**config.mk**
```make
export PLATFORM = sky130hd
export DESIGN_NAME = bmle_front
export DESIGN_NICKNAME = d
export VERILOG_FILES = /design/src/design/bmle_pkg.sv /design/src/design/bmle_front.sv
export SDC_FILE = /design/constraint.sdc
export NUM_CORES = 1
export LEC_CHECK = 0
export ABC_AREA = 1
export BUFFER_PORTS_ARGS = -buffer_cell sky130_fd_sc_hd__clkbuf_2
export CAP_MARGIN = 10
export CORE_UTILIZATION = 31
export DETAILED_ROUTE_END_ITERATION = 10
export PLACE_DENSITY = 0.64
export SLEW_MARGIN = 20
export SYNTH_ARGS = -nofsm -noshare
export SYNTH_HDL_FRONTEND = slang
export SYNTH_SLANG_ARGS = --single-unit
```
**constraint.sdc**
```tcl
create_clock -name i_clk -period 5.6 [get_ports i_clk]
set_clock_uncertainty 0.1 [all_clocks]
set_input_delay 0.28 -clock i_clk [delete_from_list [all_inputs] [get_ports i_clk]]
set_output_delay 0.28 -clock i_clk [all_outputs]
set_load 0.01 [all_outputs]
```
**src/design/bmle_pkg.sv**
```systemverilog
package bmle_pkg;

    localparam int unsigned CFG_W       = 17;
    localparam int unsigned IN_TDATA_W  = 64;
    localparam int unsigned IN_TUSER_W  = 4;
    localparam int unsigned OUT_TDATA_W = 40;
    localparam int unsigned Q_DEPTH     = 2;

    localparam logic        ACT_READ    = 1'b0;
    localparam logic        ACT_WRITE   = 1'b1;

    localparam logic [7:0]  FILL_BYTE   = 8'hA5;
    localparam logic [31:0] ROUND_MASK  = 32'hFFFF_FFF0;
    localparam logic [31:0] BYTE_SIGN   = 32'h0000_0080;
    localparam logic [31:0] BYTE_EXT    = 32'hFFFF_FF00;
    localparam logic [31:0] HALF_SIGN   = 32'h0000_8000;
    localparam logic [31:0] HALF_EXT    = 32'hFFFF_0000;

    typedef enum logic [1:0] {
        SZ_BYTE = 2'd0,
        SZ_HALF = 2'd1,
        SZ_WORD = 2'd2
    } t_size;

    // one classified access: ok[k] set when byte k is touched and in range
    typedef struct packed {
        logic        wr;
        t_size       size;
        logic        sx;
        logic [31:0] addr;
        logic [31:0] wdata;
        logic [3:0]  ok;
        logic [2:0]  bad;
    } t_cmd;

endpackage

```
**src/design/bmle_front.sv**
```systemverilog
module bmle_front #(
    parameter int unsigned MEM_BYTES = 65536
) (
    input  logic                              i_clk,
    input  logic                              i_rst_n,
    input  logic                              i_s_tvalid,
    output logic                              o_s_tready,
    input  logic [bmle_pkg::IN_TDATA_W-1:0]   i_s_tdata,
    input  logic [bmle_pkg::IN_TUSER_W-1:0]   i_s_tuser,
    input  logic                              i_cfg_valid,
    output logic                              o_cfg_ready,
    input  logic [bmle_pkg::CFG_W-1:0]        i_cfg_data,
    input  logic                              i_busy,
    input  logic                              i_q_full,
    output logic                              o_push,
    output bmle_pkg::t_cmd                    o_cmd
);
    import bmle_pkg::*;

    localparam int unsigned LIM_W   = $clog2(MEM_BYTES + 1);
    localparam logic [31:0] MEM_MAX = 32'(MEM_BYTES);
    localparam logic [31:0] LIM_RST = (MEM_BYTES < 65536) ? MEM_MAX : 32'd65536;

    logic [LIM_W-1:0] r_lim;
    logic [31:0]      w_round;
    logic [31:0]      n_lim;
    logic [31:0]      w_lim32;
    logic [1:0]       w_sz;
    logic [2:0]       w_nbytes;
    t_size            w_size;
    logic [3:0]       w_ok;
    logic [2:0]       w_bad;

    assign w_round = (32'(i_cfg_data) + 32'd15) & ROUND_MASK;
    assign n_lim   = (w_round > MEM_MAX) ? MEM_MAX : w_round;
    assign w_lim32 = 32'(r_lim);

    always_ff @(posedge i_clk) begin
        if (!i_rst_n) begin
            r_lim <= LIM_W'(LIM_RST);
        end else if (i_cfg_valid) begin
            r_lim <= LIM_W'(n_lim);
        end
    end

    assign o_cfg_ready = 1'b1;

    // tuser: action, access_size, sign_extend
    assign w_sz = i_s_tuser[2:1];

    always_comb begin
        unique case (w_sz)
            SZ_BYTE: begin
                w_size   = SZ_BYTE;
                w_nbytes = 3'd1;
            end
            SZ_HALF: begin
                w_size   = SZ_HALF;
                w_nbytes = 3'd2;
            end
            default: begin
                w_size   = SZ_WORD;
                w_nbytes = 3'd4;
            end
        endcase
    end

    always_comb begin
        logic        touched;
        logic [31:0] a;
        w_ok  = '0;
        w_bad = '0;
        for (int k = 0; k < 4; k++) begin
            touched = (3'(k) < w_nbytes);
            a       = i_s_tdata[31:0] + 32'(k);
            w_ok[k] = touched && (a < w_lim32);
            w_bad   = w_bad + 3'(touched && !w_ok[k]);
        end
    end

    assign o_s_tready  = !i_busy && !i_q_full;
    assign o_push      = i_s_tvalid && o_s_tready;

    assign o_cmd.wr    = i_s_tuser[0];
    assign o_cmd.size  = w_size;
    assign o_cmd.sx    = i_s_tuser[3];
    assign o_cmd.addr  = i_s_tdata[31:0];
    assign o_cmd.wdata = i_s_tdata[63:32];
    assign o_cmd.ok    = w_ok;
    assign o_cmd.bad   = w_bad;

    a_lim_bound: assert property (@(posedge i_clk) disable iff (!i_rst_n)
        w_lim32 <= MEM_MAX)
        else $error("active size above memory size");

    a_byte_split: assert property (@(posedge i_clk) disable iff (!i_rst_n)
        o_push |-> ($countones(o_cmd.ok) + int'(o_cmd.bad)) == int'(w_nbytes))
        else $error("good and bad bytes do not add up to access size");

    a_no_push_busy: assert property (@(posedge i_clk) disable iff (!i_rst_n)
        i_busy |-> !o_push)
        else $error("word taken during clearing pass");

endmodule

```
==> results.md, run 1 <==
* H-tree Lvls at 1
* Min-Delay Path Class: in2reg
* Slowest stage delay, CP at 0.44 ns
* Routed vias/inst at 4.808
* GRT Util Overall at 18.53%
* Most flops, register: r_lim
* DRT iter0 DRCs at 319
* Max FO, Critical Path at 7
* Cells after synthesis at 828
* Dpl cells at 1033
* Routability cong. at 0.9525
* Pin count of the biggest net entering global routing at 25
* Setup_tns at 0 ns
* Core Area at 14530 um2
* Initial core utilization at 31.66%
* Crit-path cells: clkbuf_2, nand2_2, nor2_1, nand2_1, nor2_1, xor2_1, ha_1, a21oi_1, o21ai_0, a21oi_1, nand2_1, nand2_1, nand3_1, nand2_1, inv_1, fa_1, ha_1, ha_1, clkbuf_2
* Final hold viol count at 0
* Number of global-route vias before repair at about 4500
* PD cells at 101.8 nW/um2
* Top flop regs: r_lim: 13 flops
* Final Core Density at 33.31%
* Die Y at 123.8 um
* Share of cells above drive strength 1 at 15.59%
* F_max at 0.2353 GHz
* Post-CTS Hold Buffers at 0
* Crit path kind: in2out
* Clk sink count at 13
* Peak supply drop at just under 0.00007 V
* Post-synthesis sequential area ratio at 5.655%
* Post-synth cell types at 38
* First-pass GRT wire length at 22180 um
* P_leak at about 2.5 nW
* Most frequent cells in the layout: nand2_1, nor2_1, clkbuf_2, inv_1, a21oi_1
* Critical Path End Type: output pin
* CP most frequent cell: nand2_1
* Clk pin slew, worst setup/hold paths at 0.04 ns
* Avg Cell Area, Syn at 5.558 um2
* N_diodes at 0
* Slowest stage cell, crit path: nor2_1
* Cell accounting for the most synthesized area: nand2_1
* DR DRC count at 0
* Synthesized flop and latch total at 13
* Status: finished clean
* Synth Warn # at 0
* DP HPWL at 11980 um
* Worst-Margin Slew at between 0.6 and 0.7 ns
* CP arrival at 3.87 ns
* Max cap viols at 0
* Area after DPL at 4762 um2
* Nature of the critical path startpoint: primary input
* Design Area, Final at 4841 um2
* Postcts setup bufs at 0
* Via count at approximately 5000
* Clock Tree Root: clkbuf_16
* Synth Cell Area at 4602 um2
* Period utilisation layout at roughly three quarters
* Synth area leaders: nand2_1, ha_1, buf_4, nor2_1, inv_1
* Inserted Clock Buffers at 3
* Initial antenna violation count at 0
* Area growth syn-to-layout at 5.193%
* Most common cell after layout, fill and taps aside: nand2_1
* Critical Path RT at 5.22 ns
* Global route total overflow at 0
* Drt total wl at around 14000 um
* Finish-stage setup viols at 0
* Post-synth top area share at roughly a fifth
* Wire length per cell after detailed routing at 13.37 um
* Nets at 997
* CTS tree: built
* # IOs at 169
* Die Wd at 123.8 um
* FP Rows at 44
* # fillers at 1695
* CTS resizes at 0
* CTS max path bufs at 2
* Die area at 15340 um2
* Tmin final at around 4.2 ns
* Max-slew violation count at 0
* Input/output buffers at 99
* Drt pass-1 iters at 5
* Final Non-Filler Cells at between 1000 and 1500
* Worst-skew pair later-pin latency at 0.24 ns
* Max reg flops at 13
* ANT nets after route at 0
* Syn_nets at between 900 and 1000
* Rel. slew slack at 54.19%
* RSZ-0062 raised after global routing: false
==> kinds of logic after synthesis <==
kind of cell               synth area share, %
and+or+nand+nor                          42.20
buffers and inverters                    20.36
AOI/OAI and AO/OA                        9.027
adders and majority gates                14.30
xor gates and xnor gates                 8.374
DFF                                      5.655
other                                  0.08149
==> layer usage <==
metal / part of all wire (%) / up-vias / global-route usage [%]
met2: 44 / 170 / 29.65
li1: - / 2589 / -
met4: 1.5 / 0 / 4.066
met5: 0 / - / 0
met1: 48 / 2211 / 26.02
met3: 6.8 / 16 / 2.701
==> where the power goes <==
part           internal [mW]  total (mW)  switching (mW)
Combinational         0.0944       0.259           0.165
Sequential            0.0969      0.0987         0.00188
Clock                 0.0959       0.135          0.0391
Total                  0.287       0.493           0.206
==> synth_stat cells <==
master	number
buf_4	69
o2111ai_1	1
nor3b_1	1
a21boi_0	1
dfxtp_1	13
nand3_2	1
conb_1	1
nand3b_1	2
buf_2	4
clkbuf_2	1
nand2_1	242
nor2_1	132
nor2_4	4
o21ai_1	1
nand4_1	8
a21oi_2	1
a21o_1	1
nor3_4	1
o21ai_0	14
fa_1	1
o21bai_1	3
xnor2_1	3
o21a_1	1
and3_1	1
xor2_1	41
nand3_1	40
nor4_1	3
nor2_2	15
clkbuf_1	3
nand2_2	7
nor3_1	5
a21oi_1	54
inv_1	97
inv_2	2
o211ai_1	1
buf_6	1
ha_1	51
or2_0	1
==> critical path, delay by kind of cell <==
family          cells  cell delay (ns)
simple gates        8             1.40
fa+ha+maj           4             1.16
compound gates      3             0.45
buf+inv             3             0.36
xor+xnor            1             0.21
==> final timing paths <==
kind                  from   endpoint  slack [ns]  cells past startpoint
max reg2reg      r_lim[16]  r_lim[16]        4.75                      2
max          i_s_tdata[12]   o_cmd[1]        1.35                     19
min            i_cfg_valid  r_lim[16]        0.18                      2
min reg2reg      r_lim[13]  r_lim[13]        0.36                      2
==> cell type report <==
type | count | area, um2 | share of cell area, %
inverters | 99 | 371.6 | 7.676
multi-input cells | 638 | 3405 | 70.33
flip-flops and latches | 13 | 260.3 | 5.376
clock buffers | 4 | 78.83 | 1.628
repair buffers | 99 | 495.5 | 10.24
well taps | 184 | 230.2 | 4.756
==> through the flow <==
stage / power (mW) / setup slack (ns) / hold WS, ns
floorplan: 0.3074 / 2.262 / 0.2941
global placement: 0.3564 / 1.455 / 0.3556
detailed placement: 0.3587 / 1.448 / 0.3568
CTS: 0.4950 / 1.429 / 0.1721
global route: 0.5393 / 1.026 / 0.2185
finish: 0.4929 / 1.351 / 0.1787
Power figures use the tool's default switching activity.
==> run 2, diff against run 1 <==
--- a/config.mk
+++ b/config.mk
@@ -10,7 +10,7 @@
 export CAP_MARGIN = 10
 export CORE_UTILIZATION = 31
 export DETAILED_ROUTE_END_ITERATION = 10
-export PLACE_DENSITY = 0.64
+export PLACE_DENSITY = 0.66
 export SLEW_MARGIN = 20
 export SYNTH_ARGS = -nofsm -noshare
 export SYNTH_HDL_FRONTEND = slang
==> constraint.sdc (replaced) <==
create_clock -name i_clk -period 3.7 [get_ports i_clk]
set_clock_uncertainty 0.1 [all_clocks]
set_input_delay 0.185 -clock i_clk [delete_from_list [all_inputs] [get_ports i_clk]]
set_output_delay 0.185 -clock i_clk [all_outputs]
set_load 0.01 [all_outputs]
==> results.md, run 2 (same netlist as run 1, synthesis figures left out) <==
* Status: finished clean
* Rel. slew slack at 53.50% (-0.69 points)
* Fin Hold WS at 0.07883 ns (-0.09989 ns)
* # IOs at 169 (unchanged)
* Via count at 5078 (+1.8%)
* Critical Path End Type: output pin
* Input/output buffers at 99 (unchanged)
* Post-CTS Hold Buffers at 0 (unchanged)
* Hold Startpoint: i_cfg_valid
* R2R Setup Slk at 2.82 ns (-1.93 ns)
* Max FO, Critical Path at 6 (-1)
* Final hold viol count at 0 (unchanged)
* N_diodes at 0 (unchanged)
* CTS tree: built
* Global route total overflow at 0 (unchanged)
* Most frequent cells in the layout: nand2_1, nor2_1, inv_1, clkbuf_2, a21oi_1
* Inserted Clock Buffers at 3 (unchanged)
* First-pass GRT wire length at 22420 um (+1.1%)
* Routability cong. at 0.9380 (-1.5%)
* Drt total wl at 14180 um (+2.3%)
* DR DRC count at 0 (unchanged)
* CTS max path bufs at 2 (unchanged)
* Overall Power at 0.7664 mW (+55%)
* Die Y at 123.8 um (unchanged)
* Worst R2R End: r_lim[16]
* P_leak at 2.652 nW (+6.5%)
* DP Worst Slack at 0.02195 ns (-1.426 ns)
* DRT iter0 DRCs at 334 (+4.7%)
* Most flops, register: r_lim
* Worst setup margin at 0.2040 ns (-1.147 ns)
* WL met3 at 765 um (-19%)
* Period utilisation layout at 94.49%
* Number of global-route vias before repair at 4518 (+0.92%)
* ANT nets after route at 0 (unchanged)
* Max cap viols at 0 (unchanged)
* Reg2reg path depth at 2 (unchanged)
* Clock Tree Root: clkbuf_16
* Peak supply drop at 0.0001408 V (+100%)
* Worst-skew pair later-pin latency at 0.24 ns (about the same)
* F_max at approximately 0.29 GHz
* Area growth syn-to-layout at 12.13%
* Finish-stage setup viols at 0 (unchanged)
* Top sig layer: met4
* Critical Path RT at 3.41 ns (-1.81 ns)
* DP HPWL at 12300 um (+2.6%)
* Initial core utilization at 31.66% (unchanged)
* Hold path endpoint: r_lim[16]
* Worst-Margin Slew at 0.6967 ns (+0.01034 ns)
* GRT Util Overall at 18.82% (+0.29 points)
* CP arrival at 3.21 ns (-0.66 ns)
* Max reg flops at 13 (unchanged)
* Drt pass-1 iters at 5 (unchanged)
* Die Wd at 123.8 um (unchanged)
* Hold depth at 2 (unchanged)
* Core Area at 14530 um2 (unchanged)
* Reg-to-reg critical path startpoint: r_lim[16]
* Initial antenna violation count at 0 (unchanged)
* Pin count of the biggest net entering global routing at 25 (unchanged)
* Wire length per cell after detailed routing at 13.32 um (-0.34%)
* Die area at 15340 um2 (unchanged)
* Most common cell after layout, fill and taps aside: nand2_1
* M1 WL at 6633 um (-0.21%)
* Share of cells above drive strength 1 at 21.14% (+5.5 points)
* Max-slew violation count at 0 (unchanged)
* Nets at 1024 (+2.7%)
* Clk sink count at 13 (unchanged)
* H-tree Lvls at 1 (unchanged)
* Crit path kind: in2out
* Tmin final at 3.496 ns
* Routed vias/inst at 4.773 (-0.74%)
* Top flop regs: r_lim: 13 flops
* DR WL met2 at 6311 um (+4.0%)
* Min-Delay Path Class: in2reg
* FP Rows at 44 (unchanged)
* Nature of the critical path startpoint: primary input
* PD cells at 148.5 nW/um2 (+46%)
* Clk pin slew, worst setup/hold paths at 0.04 ns (about the same)
-- run 2: cell count changes in the layout (fill, tap and decap cells not counted), moves of 3 or more --
cell      change
buf_4        +27
clkbuf_2      -3
nand2_1       -9
nand2_2       +7
nor2_1       -12
nor2_2        +7
nor2_4        +5
-- run 2: layout make-up --
class                   count  area, um2
well taps                 184      230.2
fillers                  1688       9374
clock buffers               4      78.83
multi-input cells         638       3518
repair buffers            126      700.7
flip-flops and latches     13      260.3
inverters                  99      371.6
-- run 2: worst max path at each step --
stage / end / cells after the start / start
5_1_grt: o_cmd[1] / 21 / i_s_tdata[13]
3_3_place_gp: o_cmd[1] / 21 / i_s_tdata[7]
3_5_place_dp: o_cmd[1] / 21 / i_s_tdata[13]
4_1_cts: o_cmd[1] / 21 / i_s_tdata[13]
6_report: o_cmd[1] / 20 / i_s_tdata[1]
2_1_floorplan: o_cmd[1] / 20 / i_s_tdata[10]
-- run 2: layer usage --
metal,vias to the layer above,global-route usage [%]
met1,2282,25.14
li1,2638,-
met3,24,2.289
met5,-,0
met4,0,5.873
met2,134,31.28
-- run 2: worst max-delay path, stage by stage --
cell,delay (ns)
clkbuf_2,0.17
nor2_2,0.10
nor2_2,0.20
nand2_1,0.20
nor2_2,0.17
nor2_1,0.06
nor2_1,0.10
ha_1,0.25
a21oi_1,0.14
o21ai_0,0.10
a21oi_1,0.12
nand2_1,0.10
nand2_1,0.07
nand3_1,0.09
nand2_1,0.07
inv_1,0.05
fa_1,0.45
ha_1,0.21
ha_1,0.26
clkbuf_2,0.12
-- run 2: timing repair --
item                       CTS  global route
setup endpoints to repair    0             3
buffers inserted             0             3
resized for setup            0            39
-- run 2: metrics by stage --
step | utilization, % | TNS [ns] | cells | cell area (um2)
6_report | 35.50 | 0 | 1064 | 5160
5_1_grt | 35.50 | -0.03208 | 1064 | 5160
4_1_cts | 34.55 | 0 | 1061 | 5021
3_5_place_dp | 34.00 | 0 | 1057 | 4942
3_3_place_gp | 34.00 | -0.008471 | 1057 | 4942
2_1_floorplan | - | 0 | 828 | 4602
-- run 2: report_power, final --
part	total (mW)	internal (mW)	switching, mW
Clock	0.199	0.145	0.0544
Sequential	0.149	0.147	0.00274
Combinational	0.418	0.157	0.261
Total	0.766	0.448	0.318
