File: config.mk
export PLATFORM = sky130hd
export DESIGN_NAME = bmle_queue
export DESIGN_NICKNAME = d
export VERILOG_FILES = /design/src/design/bmle_pkg.sv /design/src/design/bmle_queue.sv
export SDC_FILE = /design/constraint.sdc
export NUM_CORES = 1
export LEC_CHECK = 0
export BUFFER_PORTS_ARGS = -buffer_cell sky130_fd_sc_hd__clkbuf_2
export CORE_UTILIZATION = 52
export CTS_CLUSTER_SIZE = 24
export DETAILED_ROUTE_END_ITERATION = 10
export HOLD_SLACK_MARGIN = 0.05
export PLACE_DENSITY = 0.89
export SETUP_SLACK_MARGIN = 0.5
export SYNTH_ARGS = -nofsm -noshare
export SYNTH_HDL_FRONTEND = slang
export SYNTH_SLANG_ARGS = --single-unit
export TNS_END_PERCENT = 1
File: constraint.sdc
create_clock -name i_clk -period 6 [get_ports i_clk]
set_input_delay 0.3 -clock i_clk [delete_from_list [all_inputs] [get_ports i_clk]]
set_output_delay 0.3 -clock i_clk [all_outputs]
set_load 0.02 [all_outputs]
File: src/design/bmle_pkg.sv
package bmle_pkg;

    localparam int unsigned CFG_W       = 17;
    localparam int unsigned IN_TDATA_W  = 64;
    localparam int unsigned IN_TUSER_W  = 4;
    localparam int unsigned OUT_TDATA_W = 40;
    localparam int unsigned Q_DEPTH     = 2;

    localparam logic        ACT_READ    = 1'b0;
    localparam logic        ACT_WRITE   = 1'b1;

    localparam logic [7:0]  FILL_BYTE   = 8'hA5;
    localparam logic [31:0] ROUND_MASK  = 32'hFFFF_FFF0;
    localparam logic [31:0] BYTE_SIGN   = 32'h0000_0080;
    localparam logic [31:0] BYTE_EXT    = 32'hFFFF_FF00;
    localparam logic [31:0] HALF_SIGN   = 32'h0000_8000;
    localparam logic [31:0] HALF_EXT    = 32'hFFFF_0000;

    typedef enum logic [1:0] {
        SZ_BYTE = 2'd0,
        SZ_HALF = 2'd1,
        SZ_WORD = 2'd2
    } t_size;

    // one classified access: ok[k] set when byte k is touched and in range
    typedef struct packed {
        logic        wr;
        t_size       size;
        logic        sx;
        logic [31:0] addr;
        logic [31:0] wdata;
        logic [3:0]  ok;
        logic [2:0]  bad;
    } t_cmd;

endpackage

File: src/design/bmle_queue.sv
module bmle_queue (
    input  logic           i_clk,
    input  logic           i_rst_n,
    input  logic           i_push,
    input  bmle_pkg::t_cmd i_cmd,
    input  logic           i_pop,
    output bmle_pkg::t_cmd o_cmd,
    output logic           o_empty,
    output logic           o_full
);
    import bmle_pkg::*;

    localparam int unsigned PTR_W = $clog2(Q_DEPTH);

    t_cmd             r_slot [Q_DEPTH];
    logic [PTR_W-1:0] r_wr;
    logic [PTR_W-1:0] r_rd;
    logic [PTR_W:0]   r_cnt;

    assign o_empty = (r_cnt == '0);
    assign o_full  = (r_cnt == (PTR_W+1)'(Q_DEPTH));
    assign o_cmd   = r_slot[r_rd];

    always_ff @(posedge i_clk) begin
        if (i_push) begin
            r_slot[r_wr] <= i_cmd;
        end
    end

    always_ff @(posedge i_clk) begin
        if (!i_rst_n) begin
            r_wr  <= '0;
            r_rd  <= '0;
            r_cnt <= '0;
        end else begin
            if (i_push) begin
                r_wr <= (r_wr == PTR_W'(Q_DEPTH - 1)) ? '0 : r_wr + 1'b1;
            end
            if (i_pop) begin
                r_rd <= (r_rd == PTR_W'(Q_DEPTH - 1)) ? '0 : r_rd + 1'b1;
            end
            r_cnt <= r_cnt + (PTR_W+1)'(i_push) - (PTR_W+1)'(i_pop);
        end
    end

    a_no_underflow: assert property (@(posedge i_clk) disable iff (!i_rst_n)
        o_empty |-> !i_pop)
        else $error("pop from empty queue");

    a_no_overflow: assert property (@(posedge i_clk) disable iff (!i_rst_n)
        (o_full && !i_pop) |-> !i_push)
        else $error("push into full queue");

    a_cnt_bound: assert property (@(posedge i_clk) disable iff (!i_rst_n)
        r_cnt <= (PTR_W+1)'(Q_DEPTH))
        else $error("queue count out of range");

endmodule

==> out/metrics.yaml, run 1 <==
run_status: "complete, no violations"
grt_pass1_vias: 3323
cp_data_required_time_ns: 5.70
synth_top_family_by_area: "multiplexers"
synth_compound_area_frac: 0.00129
drive_above_1_share: 0.511
io_pins: 156
cts_buffer_depth: 2
irDropWorstVdd_mv: 0.209
die_area_mm2: 0.0117
postCtsSetupBuffers: 0
ys_top_cells_by_area: "edfxtp_1, mux2_4, mux2_2"
ys_warn_count: 0
min_period_ns: 2.79
dr.first_iter.drc_count: 141
end_kind: "primary output"
synth-seq-cells: 155
dp_cells: 543
synth_area_leader_cell: "edfxtp_1"
dieWidth_um: 108
leakage_nw: 3.22
synth_simple_gate_area_frac: 0.00921
clk_pin_slew_ns: 0.06
cts_max_level: 4
crit_end: "o_cmd[4]"
wl_per_cell_um: 16.4
syn2layout_area_growth_pct: 37.9
cpLargestDelayFamily: "buffers and inverters"
setup_viol: 0
worstMarginPinSlew_ns: 1.03
arrival_ns: 2.49
path_depth: 3
avgSynthCellArea_um2: 23.0
grt_usage: 0.188
cts_tree: "yes"
yosysSeqAreaShare: 0.789
rows: 38
vias_per_cell: 4.84
clock-sinks: 155
synth.top_cell.area_share: 0.771
grt_max_degree: 76
synthesis.area_mm2: 0.00584
cp_max_fo: 60
route.detailed.drc: 0
drv_cap: 0
worstSetupStartpointType: "flip-flop"
nets: 579
cp_cell_sequence: "buf_4 > mux2_2 > clkbuf_2"
powerDensity_mw_per_mm2: 324
worst_slack_ns: 3.21
hold_start: "i_push"
antenna_found_initial: 0
rsz0062_at_grt: "false"
r2r_slack_ns: 3.86
root_buffer: "clkbuf_8"
die_h_um: 108
finClkSkew_ns: 0.00618
via_count: 3150
drt-pass1-iter-count: 4
worstSkewPairLatency_ns: 0.51
fin_tns_setup_ns: 0
hold_viol: 0
antenna_cells: 0
place_congestion: 0.681
initial_core_util: 0.536
synth.distinct_cells: 14
totalWireLength_mm: 10.7
hp-class: "in -> reg"
final_cells: 651
critPathBufInv: 2
dpl.hpwl_mm: 6.16
grt_pass1_wl_mm: 16.1
synth_fa_ha_area_frac: 0.00429
grt_overflow: 0
cpPeakStageDelay_ns: 0.83
reg2reg_depth: 2
synthCells: 254
slew_viol_final: 0
r2r_end: "r_slot[0][53]"
postRouteAntennaNets: 0
holdWs_ns: 0.179
synth_xor_area_frac: 0.00536
pre_cts_slack_ns: 3.64
port_buffers: 155
max_slew_margin: 0.310
max_clock_freq_mhz: 359
crit_slowest_cell: "buf_4"
cts_buffers: 17
synth.area.mux_share: 0.177
syn_nets: 335
fill_cells: 642
coreArea_mm2: 0.0109
critPathKind: "reg -> out"
min_period_over_period: 0.465
r2r_start: "r_wr"
[repair_timing]
action	CTS	global route
endpoints found under the setup margin	0	0
resized for setup	0	0
hold endpoints to repair	151	0
hold buffers	76	0
[report_power, final]
part           switching [mW]  total (mW)  internal [mW]
Clock                   0.396       0.986          0.590
Sequential             0.0221        1.27           1.25
Combinational           0.180       0.352          0.172
Total                   0.597        2.61           2.02
[worst min-delay path, delay by kind of cell]
family	cells	cell delay, ns
buf+inv	1	0.12
compound gates	1	0.11
simple gates	1	0.12
[cells in the final DEF, fill, tap and decap left out, drive strengths merged]
master	synthesis	final
and2	4	4
buf	8	2
bufinv	0	2
clkbuf	0	176
clkinv	0	5
clkinvlp	0	3
dfxtp	5	5
dlygate4sd3	0	76
edfxtp	150	150
ha	2	2
inv	2	3
mux2	75	75
nor2	1	1
nor2b	4	4
o21a	1	1
xnor3	1	1
xor2	1	1
[per-layer routing]
layer  track usage  wire length [µm]
met1         0.212              4250
met2         0.339              5780
met3        0.0555               553
met4        0.0626                90
met5             0                 0
[stage by stage]
step | power (mW) | cell area (µm²) | util
6_report | 2.61 | 8050 | 0.740
5_1_grt | 2.70 | 8050 | 0.740
4_1_cts | 2.63 | 8050 | 0.740
3_5_place_dp | 1.61 | 6740 | 0.619
3_3_place_gp | 1.60 | 6740 | 0.619
2_1_floorplan | 1.51 | 5840 | -
[area by class of cell]
cell class	count	area [µm²]	area share
Sequential cell	155	4610	0.572
Tap cell	140	175	0.0218
Inverter	2	7.51	0.000932
Clock inverter	11	121	0.0151
Multi-Input combinational cell	89	1160	0.144
Timing Repair Buffer	233	1550	0.193
Clock buffer	21	429	0.0533
[logic make-up (layout without fill, tap and decap cells)]
group,count (synthesis),after routing
AOI/OAI and AO/OA,1,1
xor gates and xnor gates,2,2
adders and majority gates,2,2
buffers and inverters,10,267
DFF,155,155
muxes,75,75
and+or+nand+nor,9,9
[how the worst min path moves through the flow]
stage                     to  depth (start not counted)
3_3_place_gp   r_slot[0][10]                          1
6_report                r_wr                          3
3_5_place_dp    r_slot[0][5]                          1
5_1_grt                 r_rd                          3
2_1_floorplan   r_slot[0][0]                          0
4_1_cts                 r_rd                          3
[cells in the mapped netlist]
library cell	count
and2_1	4
buf_2	2
buf_6	6
dfxtp_1	5
edfxtp_1	150
ha_1	2
inv_1	2
mux2_2	25
mux2_4	50
nor2_1	1
nor2b_1	4
o21a_1	1
xnor3_1	1
xor2_1	1
[state kept, by name (all words and copies together) (netlist names), named ones only]
| signal | count |
|---|---|
| r_slot | 150 |
| r_wr | 1 |
| r_rd | 1 |
| r_cnt | 2 |
Power figures use the tool's default switching activity.
==> run 2, diff against run 1 <==
--- a/config.mk
+++ b/config.mk
@@ -5,6 +5,7 @@
 export SDC_FILE = /design/constraint.sdc
 export NUM_CORES = 1
 export LEC_CHECK = 0
+export ABC_AREA = 1
 export BUFFER_PORTS_ARGS = -buffer_cell sky130_fd_sc_hd__clkbuf_2
 export CORE_UTILIZATION = 52
 export CTS_CLUSTER_SIZE = 24
==> constraint.sdc (replaced) <==
create_clock -name i_clk -period 2.91 [get_ports i_clk]
set_input_delay 0.1455 -clock i_clk [delete_from_list [all_inputs] [get_ports i_clk]]
set_output_delay 0.1455 -clock i_clk [all_outputs]
set_load 0.02 [all_outputs]
==> out/metrics.yaml, run 2 <==
ys_warn_count: 0  # unchanged
top_regs: "r_slot: 150 flops, r_cnt: 2 flops"
r2r_slack_ns: 1.35  # -2.51 ns
end_kind: "primary output"
worstSetupStartpointType: "flip-flop"
min_period_over_period: 0.784
root_buffer: "clkbuf_8"
grt_overflow: 0  # unchanged
synthesis.area_mm2: 0.00584  # unchanged
totalWireLength_mm: 11.5  # +8.1%
cp_data_required_time_ns: 2.76  # -2.94 ns
die_area_mm2: 0.0117  # unchanged
dr.first_iter.drc_count: 132  # -6.4%
drv_cap: 0  # unchanged
cts_max_level: 4  # unchanged
dpl.hpwl_mm: 6.48  # +5.1%
cts_buffers: 17  # unchanged
initial_core_util: 0.536  # unchanged
worstMarginPinSlew_ns: 0.511  # -0.524 ns
hold_buffers: 78  # +2.6%
worstSkewPairLatency_ns: 0.52  # about the same
synth_area_leader_cell: "edfxtp_1"
antenna_found_initial: 1  # +1
clk_pin_slew_ns: 0.06  # about the same
via_count: 3257  # +3.4%
largest_reg_flops: 150  # unchanged
postRouteAntennaNets: 0  # unchanged
synth.top_cell.area_share: 0.771  # unchanged
io_pins: 156  # unchanged
fin_tns_setup_ns: 0  # unchanged
die_h_um: 108  # unchanged
coreArea_mm2: 0.0109  # unchanged
cts_buffer_depth: 2  # unchanged
syn_nets: 347  # +3.6%
postCtsSetupBuffers: 0  # unchanged
rsz0062_at_grt: "false"
drt-pass1-iter-count: 4  # unchanged
run_status: "complete, no violations"
largest_register: "r_slot"
route.detailed.drc: 0  # unchanged
slew_viol_final: 0  # unchanged
setup_viol: 0  # unchanged
vias_per_cell: 4.88  # +0.92%
grt_pass1_wl_mm: 17.4  # +8.2%
drive_above_1_share: 0.501  # -0.00981
grt_pass1_vias: 3421  # +2.9%
final_cell_mix: "clkbuf_2, edfxtp_1, dlygate4sd3_1, mux2_4, mux2_2"
synth.distinct_cells: 12  # -2
synth_ff_type: "edfxtp_1"
avgSynthCellArea_um2: 22.0  # -4.5%
synthCells: 266  # +4.7%
cts_tree: "yes"
synthTopCellsByCount: "edfxtp_1, mux2_4, mux2_2"
dieWidth_um: 108  # unchanged
grt_usage: 0.211  # +0.0227
max_slew_margin: 0.660  # +0.350
port_buffers: 155  # unchanged
leakage_nw: 3.29  # +2.3%
min_period_ns: 2.28
synth-edff-count: 150  # unchanged
grt_max_degree: 76  # unchanged
cp_max_fo: 45  # -25%
async_flop_share: 0  # unchanged
fill_cells: 621  # -3.3%
hold_viol: 0  # unchanged
power_mw: 5.45  # +110%
antenna_cells: 0  # unchanged
wl_per_cell_um: 17.3  # +5.5%
arrival_ns: 2.14  # -0.35 ns
yosysMostFrequentCell: "edfxtp_1"
nets: 595  # +2.8%
hp-class: "in -> reg"
yosysSeqAreaShare: 0.789  # unchanged
synth-seq-cells: 155  # unchanged
finClkSkew_ns: 0.00817  # +0.00199 ns
layout_commonest_cell: "clkbuf_2"
clock-sinks: 155  # unchanged
critPathKind: "reg -> out"
irDropWorstVdd_mv: 0.476  # +130%
powerDensity_mw_per_mm2: 668  # +110%
rows: 38  # unchanged
max_clock_freq_mhz: 438
ys_top_cells_by_area: "edfxtp_1, mux2_4, mux2_2"
place_congestion: 0.730  # +7.2%
post_cts_resized: 0  # unchanged
syn2layout_area_growth_pct: 39.6
[run 2: cells by family after synthesis]
group,count (synthesis),synth area share
and+or+nand+nor,18,0.0118
DFF,155,0.789
AOI/OAI and AO/OA,1,0.000856
buffers and inverters,15,0.0178
muxes,75,0.177
adders and majority gates,2,0.00428
[run 2: layer usage]
layer  vias up  share of wire  wire (µm)  GRT usage
met4         2          0.020        232     0.0969
met1      1571           0.38       4360      0.233
met5         -         0.0011         13          0
li1       1536              -          -          -
met3        24          0.059        682     0.0717
met2       124           0.54       6240      0.366
[run 2: report_power, final]
part	leakage, nW	total (mW)	switching (mW)	internal, mW
registers	1.45	2.63	0.0499	2.58
clock network	0.279	2.15	0.804	1.35
logic	1.57	0.665	0.345	0.320
[run 2: path summary, 6_finish.rpt]
path,to,depth (start not counted),startpoint
hold reg to reg,flip-flop,2,r_rd
setup / recovery,o_cmd[64],3,flip-flop
hold / removal,r_slot[1][11],2,i_cmd[11]
setup reg to reg,r_slot[1][17],3,r_wr
[run 2: stage by stage]
stage               area, µm²  worst slack [ns]  hold WS [ns]  instances   util
floorplan                5850             0.561         0.239        266      -
global placement         6790              1.18         0.335        557  0.624
detailed placement       6790              1.15         0.338        557  0.624
CTS                      8150             0.583         0.325        667  0.749
global route             8150             0.514         0.327        667  0.749
finish                   8150             0.629         0.360        667  0.749
[run 2: final cells by class]
cell class              instances  area, µm²  area share
flip-flops and latches        155       4610       0.565
repair buffers                237       1620       0.199
multi-input cells              96       1140       0.140
clock buffers                  24        460      0.0565
well taps                     140        175      0.0215
clock inverters                 8        120      0.0147
inverters                       7       27.5     0.00338
[run 2: worst max-delay path, stage by stage (launching register included)]
cell	delay (ns)
dfxtp_4	0.67
buf_12	0.37
mux2_2	0.38
clkbuf_2	0.15
==> run 3, diff against run 2 <==
==> constraint.sdc (replaced) <==
create_clock -name i_clk -period 2.24 [get_ports i_clk]
set_input_delay 0.112 -clock i_clk [delete_from_list [all_inputs] [get_ports i_clk]]
set_output_delay 0.112 -clock i_clk [all_outputs]
set_load 0.02 [all_outputs]
==> out/metrics.yaml, run 3 (same netlist as run 2, synthesis figures left out) <==
root_buffer: "clkbuf_8"
initial_core_util: 0.536  # unchanged
cts_buffer_depth: 2  # unchanged
wl_per_cell_um: 19.8  # +14%
slew_viol_final: 0  # unchanged
setup_viol: 0  # unchanged
nets: 610  # +2.5%
fin_tns_setup_ns: 0  # unchanged
max_slew_margin: 0.586  # -0.0732
grt_max_degree: 47  # -38%
rsz0062_at_grt: "true"
reg2reg_depth: 7  # +4
totalWireLength_mm: 13.5  # +17%
grt_pass1_wl_mm: 17.6  # +1.3%
min_period_ns: 1.78
die_h_um: 108  # unchanged
r2r_slack_ns: 0.49  # -0.86 ns
antenna_cells: 0  # unchanged
end_kind: "primary output"
io_pins: 156  # unchanged
cts_tree: "yes"
worstSetupStartpointType: "flip-flop"
via_count: 3391  # +4.1%
hold_depth: 2  # unchanged
r2r_start: "r_cnt[0]"
port_buffers: 155  # unchanged
vias_per_cell: 4.98  # +2.0%
holdPathEnd: "r_slot[0][4]"
run_status: "complete, no violations"
largest_register: "r_slot"
finClkSkew_ns: 0.0111  # +0.00291 ns
grt_usage: 0.212  # +0.000829
critPathKind: "reg -> out"
layout_commonest_cell: "edfxtp_1"
dieWidth_um: 108  # unchanged
max_clock_freq_mhz: 561
coreArea_mm2: 0.0109  # unchanged
die_area_mm2: 0.0117  # unchanged
grt_pass1_vias: 3565  # +4.2%
grt_overflow: 0  # unchanged
powerDensity_mw_per_mm2: 850  # +27%
holdWs_ns: 0.332  # -0.0276 ns
largest_reg_flops: 150  # unchanged
clock-sinks: 155  # unchanged
cp_data_required_time_ns: 2.13  # -0.63 ns
worst_slack_ns: 0.458  # -0.170 ns
drive_above_1_share: 0.521  # +0.0203
worstSkewPairLatency_ns: 0.52  # about the same
hold_start: "i_cmd[4]"
cts_max_level: 4  # unchanged
top_regs: "r_slot: 150 flops, r_cnt: 2 flops"
irDropWorstVdd_mv: 0.747  # +57%
hold_viol: 0  # unchanged
place_congestion: 0.686  # -6.0%
cp_max_fo: 7  # -84%
rows: 38  # unchanged
min_period_over_period: 0.795
r2r_end: "r_cnt[0]"
arrival_ns: 1.67  # -0.47 ns
dr.first_iter.drc_count: 196  # +48%
antenna_found_initial: 0  # -1
leakage_nw: 3.52  # +6.8%
postRouteAntennaNets: 0  # unchanged
route.detailed.drc: 0  # unchanged
worstMarginPinSlew_ns: 0.620  # +0.110 ns
drt-pass1-iter-count: 4  # unchanged
hp-class: "in -> reg"
syn2layout_area_growth_pct: 48.2
cts_buffers: 17  # unchanged
final_cell_mix: "edfxtp_1, clkbuf_2, dlygate4sd3_1, mux2_4, buf_6"
dpl.hpwl_mm: 6.39  # -1.3%
drv_cap: 0  # unchanged
clk_pin_slew_ns: 0.06  # about the same
pre_cts_slack_ns: 0.822  # -0.329 ns
## run 3: changes by cell type in the layout (fill, tap and decap cells not counted), sizes merged
cell / before / now
dlygate4sd3: 78 / 79
buf: 4 / 44
bufinv: 3 / 4
clkinvlp: 2 / 3
clkbuf: 179 / 146
clkinv: 4 / 8
## run 3: stage by stage
stage	power, mW	instance area (µm²)	util	instances
6_report	7.36	8650	0.795	681
5_1_grt	7.55	8650	0.795	681
3_3_place_gp	4.19	6800	0.625	559
4_1_cts	7.19	8220	0.755	670
2_1_floorplan	3.95	5850	-	266
3_5_place_dp	4.22	6800	0.625	559
## run 3: area by class of cell
class	count	area, µm²
fill	555	2230
timing repair buffer	252	2060
clock buffer	17	414
inverter	7	30.0
sequential	155	4610
clock inverter	14	179
multi-input combinational	96	1190
tap	140	175
## run 3: layer usage
metal	vias up	global-route usage	share of wire
met5	-	0	0
met4	0	0.0724	0.011
met3	14	0.0494	0.045
li1	1570	-	-
met1	1678	0.229	0.38
met2	129	0.401	0.56
## run 3: power breakdown
| group | switching (mW) | leakage [nW] | internal, mW |
|---|---|---|---|
| logic | 0.512 | 1.78 | 0.545 |
| clock network | 1.10 | 0.286 | 1.79 |
| registers | 0.0513 | 1.45 | 3.36 |
| total | 1.67 | 3.52 | 5.69 |
## run 3: worst max-delay path by stage
stage | start | end | slack, ns
finish | flip-flop | o_cmd[0] | 0.46
global route | flip-flop | o_cmd[63] | 0.39
CTS | flip-flop | o_cmd[64] | 0.40
detailed placement | r_wr | r_slot[1][32] | 0.82
global placement | r_wr | r_slot[1][28] | 0.87
floorplan | r_wr | r_slot[1][0] | 0.36
## run 3: worst max-delay path, stage by stage (launching register included)
cell       delay [ns]
dfxtp_4          0.39
buf_8            0.15
clkbuf_16        0.17
mux2_4           0.31
buf_6            0.13
## run 3: what timing repair did
action,4_1_cts,5_1_grt
gates cloned,1,8
buffers inserted,0,3
hold endpoints to repair,155,0
hold buffers,79,0
endpoints found under the setup margin,52,76
gates resized for setup,2,111
